<file path="src/rtl/core/bra_mem.sv">
// Allocation map storage: one byte per entry, one write and one read port.
// Read data is registered. Uses no package.
module bra_mem #(
    parameter int DEPTH = 512,
    parameter int AW    = 9
) (
    input  logic          i_clk,
    input  logic          i_we,
    input  logic [AW-1:0] i_waddr,
    input  logic [7:0]    i_wdata,
    input  logic          i_re,
    input  logic [AW-1:0] i_raddr,
    output logic [7:0]    o_rdata
);

    logic [7:0] r_mem [DEPTH];
    logic [7:0] r_rdata;

    always_ff @(posedge i_clk) begin
        if (i_we) begin
            r_mem[i_waddr] <= i_wdata;
        end
    end

    always_ff @(posedge i_clk) begin
        if (i_re) begin
            r_rdata <= r_mem[i_raddr];
        end
    end

    assign o_rdata = r_rdata;

endmodule

</file>
<file path="config.mk">
export PLATFORM = sky130hd
export DESIGN_NAME = bra_mem
export DESIGN_NICKNAME = d
export VERILOG_FILES = /design/src/rtl/core/bra_mem.sv
export SDC_FILE = /design/constraint.sdc
export NUM_CORES = 2
export LEC_CHECK = 0
export ABC_AREA = 1
export BUFFER_PORTS_ARGS = -buffer_cell sky130_fd_sc_hd__buf_2
export CAP_MARGIN = 15
export CELL_PAD_IN_SITES_DETAIL_PLACEMENT = 1
export CELL_PAD_IN_SITES_GLOBAL_PLACEMENT = 2
export CORE_ASPECT_RATIO = 1.75
export CORE_MARGIN = 2
export CORE_UTILIZATION = 48
export DETAILED_ROUTE_END_ITERATION = 10
export PLACE_DENSITY = 0.92
export SLEW_MARGIN = 10
export SYNTH_ARGS = -nofsm -noshare
export SYNTH_HDL_FRONTEND = slang
export SYNTH_SLANG_ARGS = --single-unit
export TNS_END_PERCENT = 20
</file>
<file path="constraint.sdc">
create_clock -name i_clk -period 4 [get_ports i_clk]
set_clock_uncertainty 0.1 [all_clocks]
set_input_delay 0.2 -clock i_clk [delete_from_list [all_inputs] [get_ports i_clk]]
set_output_delay 0.2 -clock i_clk [all_outputs]
set_load 0.005 [all_outputs]
</file>
==> flow_summary.toml <==
[global_routing]
overflow = 0
grt_max_degree = 162
antenna_found_initial = 26
grt_pass1_vias = 120920
grt_pass1_wl_um = 802800
track_usage = 0.3068

[finish]
drive_above_1_share = 0.06735
fin_nets = 13730
final_cells = 18597
fill_cells = 35264
syn_to_final_growth_pct = 10.18

[yosys]
ys_seq_elements = 4104
syn-cell-area_mm2 = 0.1668
synth.distinct_cells = 15
synth_top_area_cell = "edfxtp_1"
ys.warnings.count = 0
avgSynthCellArea_um2 = 12.01
ys_seq_area_frac = 0.7388
syn_inst = 13891
synth_fp_nets = 13920
ys_top_cells_by_area = "edfxtp_1 74%, nand3_1 12%, nand2_1 9.4%"
synth_top_area_frac = 0.7388

[cts]
cts_setup_buffers = 0
cts_max_level = 5
clock_latency_ns = 0.95
clk_pin_slew_ns = 0.07
cts_inserted_buffers = 349
cts_tree = "done"
cts.path.max_buffers = 4
cts.sinks = 4104
clk_root_buffer_cell = "clkbuf_16"

[run_status]
status = "complete, no violations"

[pwr]
fin_total_pwr_mw = 88.27
internal_power_mw = 67.92
p_switching_mw = 20.36
pwr-share-seq = 0.537
pwr-share-clk = 0.396
ir_worst_vdd_v = 0.0003813
power_density_mw_per_mm2 = 480.3
p_comb_frac = 0.067
swShare = 0.2306
leakage_nw = 63.22

[route]
num_vias = 114173
remaining_drc_errors = 0
wire_per_inst_um = 29.58
vias_per_cell = 6.139
drtPass1Iterations = 8
drt_iter0_markers = 11588
ant_nets = 0
wl_um = 550100

[floorplanning]
start_util = 0.4816
die_h_um = 783.8
ios = 37
die_area_mm2 = 0.3524
rows = 286
core_area_mm2 = 0.3464
die_width_um = 449.6

[setup_path]
crit_top_cell = "nand3_1"
crit_required_ns = 4.61
critPathCaptureType = "flop"
start_kind = "flop"
cp.arrival_ns = 3.87
path_cells = "nand2_1 > nand3_1 > nand3_1 > nand3_1 > nand3_1 > nand3_1 > nand3_1 > nand3_1 > nand3_1 > nand2_1 > dlygate4sd3_1"
crit_buf_inv = 1
critPathMaxFanout = 1
cp_slowest_cell = "dlygate4sd3_1"
critPathTopFamily = "simple AND/OR/NAND/NOR gates"
slowest_delay_ns = 0.56
path_class = "flop to flop"

[timing]
hold_viol_final = 0
rsz0062_at_grt = "no"
tightest_slew_ns = 1.270
maxSlewViolCount = 0
slew_headroom = 0.1510
fmax_mhz = 306.7
setup_tns_ns = 0
finalSetupViolCount = 0
period_minus_slack_ns = 3.261
fin_crit_sh = 0.8152

[placement]
gp_congestion = 0.8793
port_buffers = 36
hpwl_um = 332900
dp_cells = 17946

[flow_run]
maxCapViolations = 0

[min_path]
hold_class = "input pin to flop"
worst paths after layout:
kind                                    start       endpoint  slack (ns)  depth (start not counted)
worst max-delay path            r_mem[359][2]     o_rdata[2]        0.74                         11
worst min-delay path                     i_we  r_mem[346][7]        0.05                          6
worst max register to register  r_mem[359][2]     o_rdata[2]        0.74                         11
worst min register to register  r_mem[444][6]     o_rdata[6]        1.07                         10
kinds of logic after synthesis:
group / share of synthesized area
flip-flops: 0.7388
buffers and inverters: 0.03328
AND/OR/NAND/NOR: 0.2279
per-layer routing:
metal,part of all wire,track usage,wire length (um),vias to the layer above
met5,0.00017,0,95,-
met3,0.068,0.04211,37350,1469
met2,0.51,0.5397,281300,5171
met4,0.072,0.1980,39860,14
met1,0.35,0.3505,191500,58527
li1,-,-,-,48992
registers in the layout (all words and copies together), names as in the netlist:
register and cells:
r_mem 4096, o_rdata 8
timing repair:
action | CTS | global route
hold buffers | 12 | 0
gates resized for setup | 0 | 0
endpoints found under the hold margin | 1164 | 0
power groups by stage:
stage	sequential, mW	combinational (mW)	clock (mW)
2_1_floorplan	48.3	2.93	0
3_3_place_gp	48.3	5.61	0
3_5_place_dp	48.3	5.77	0
4_1_cts	47.4	5.85	35.1
5_1_grt	47.3	6.23	36.4
6_report	47.4	5.91	35.0
placed cells by master (no fill, tap or decap):
cell              n
nand2_1        4145
inv_6             3
buf_12          138
clkbuf_16       363
inv_1            30
nor3_1            9
edfxtp_1       4104
inv_16            2
buf_2            22
nand3_1        4080
clkinvlp_4       13
nand2_4          15
inv_8             2
nor3_2            2
nor2_2            1
buf_8            11
nor2_4            1
nor2_1          512
buf_4           258
inv_2             2
clkinv_4          2
clkinv_8          1
clkbuf_1         55
clkinv_1         84
clkinv_2         62
buf_6             1
dlygate4sd3_1    12
diode_2          17
bufinv_16        41
inv_4             1
worst min-delay path, cell delays in order:
cell	delay, ns
buf_2	0.10
nand2_1	0.08
nor2_1	0.04
buf_4	0.19
nand2_1	0.08
inv_1	0.16
area by class of cell:
type	instances	area, um^2	share of cell area
Sequential cell	4104	123200	0.6705
Clock buffer	418	9290	0.05055
Timing Repair Buffer	442	5106	0.02778
Antenna cell	17	42.54	0.0002315
Inverter	39	202.7	0.001103
Clock inverter	204	2001	0.01089
Tap cell	4608	5766	0.03137
Multi-Input combinational cell	8765	38150	0.2076
synthesized netlist by cell type:
cell type     n
buf_4       123
buf_6        72
buf_2       517
buf_1        82
inv_2         3
nand3_1    4080
nand2_1    4160
buf_12        1
inv_4         2
nor2_1      514
inv_1        34
buf_8         4
edfxtp_1   4104
clkbuf_1    184
nor3_1       11
metrics by stage:
step | hold WS (ns) | worst slack (ns) | utilization | instance area [um^2]
finish | 0.04670 | 0.7392 | 0.5306 | 183800
global route | 0.07353 | 0.7698 | 0.5305 | 183800
CTS | 0.006173 | 0.8492 | 0.5305 | 183800
detailed placement | 0.5740 | 0.1860 | 0.4975 | 172300
global placement | 0.5703 | 0.1985 | 0.4975 | 172300
floorplan | 0.1989 | 2.109 | - | 166800
Power figures use the tool's default switching activity.
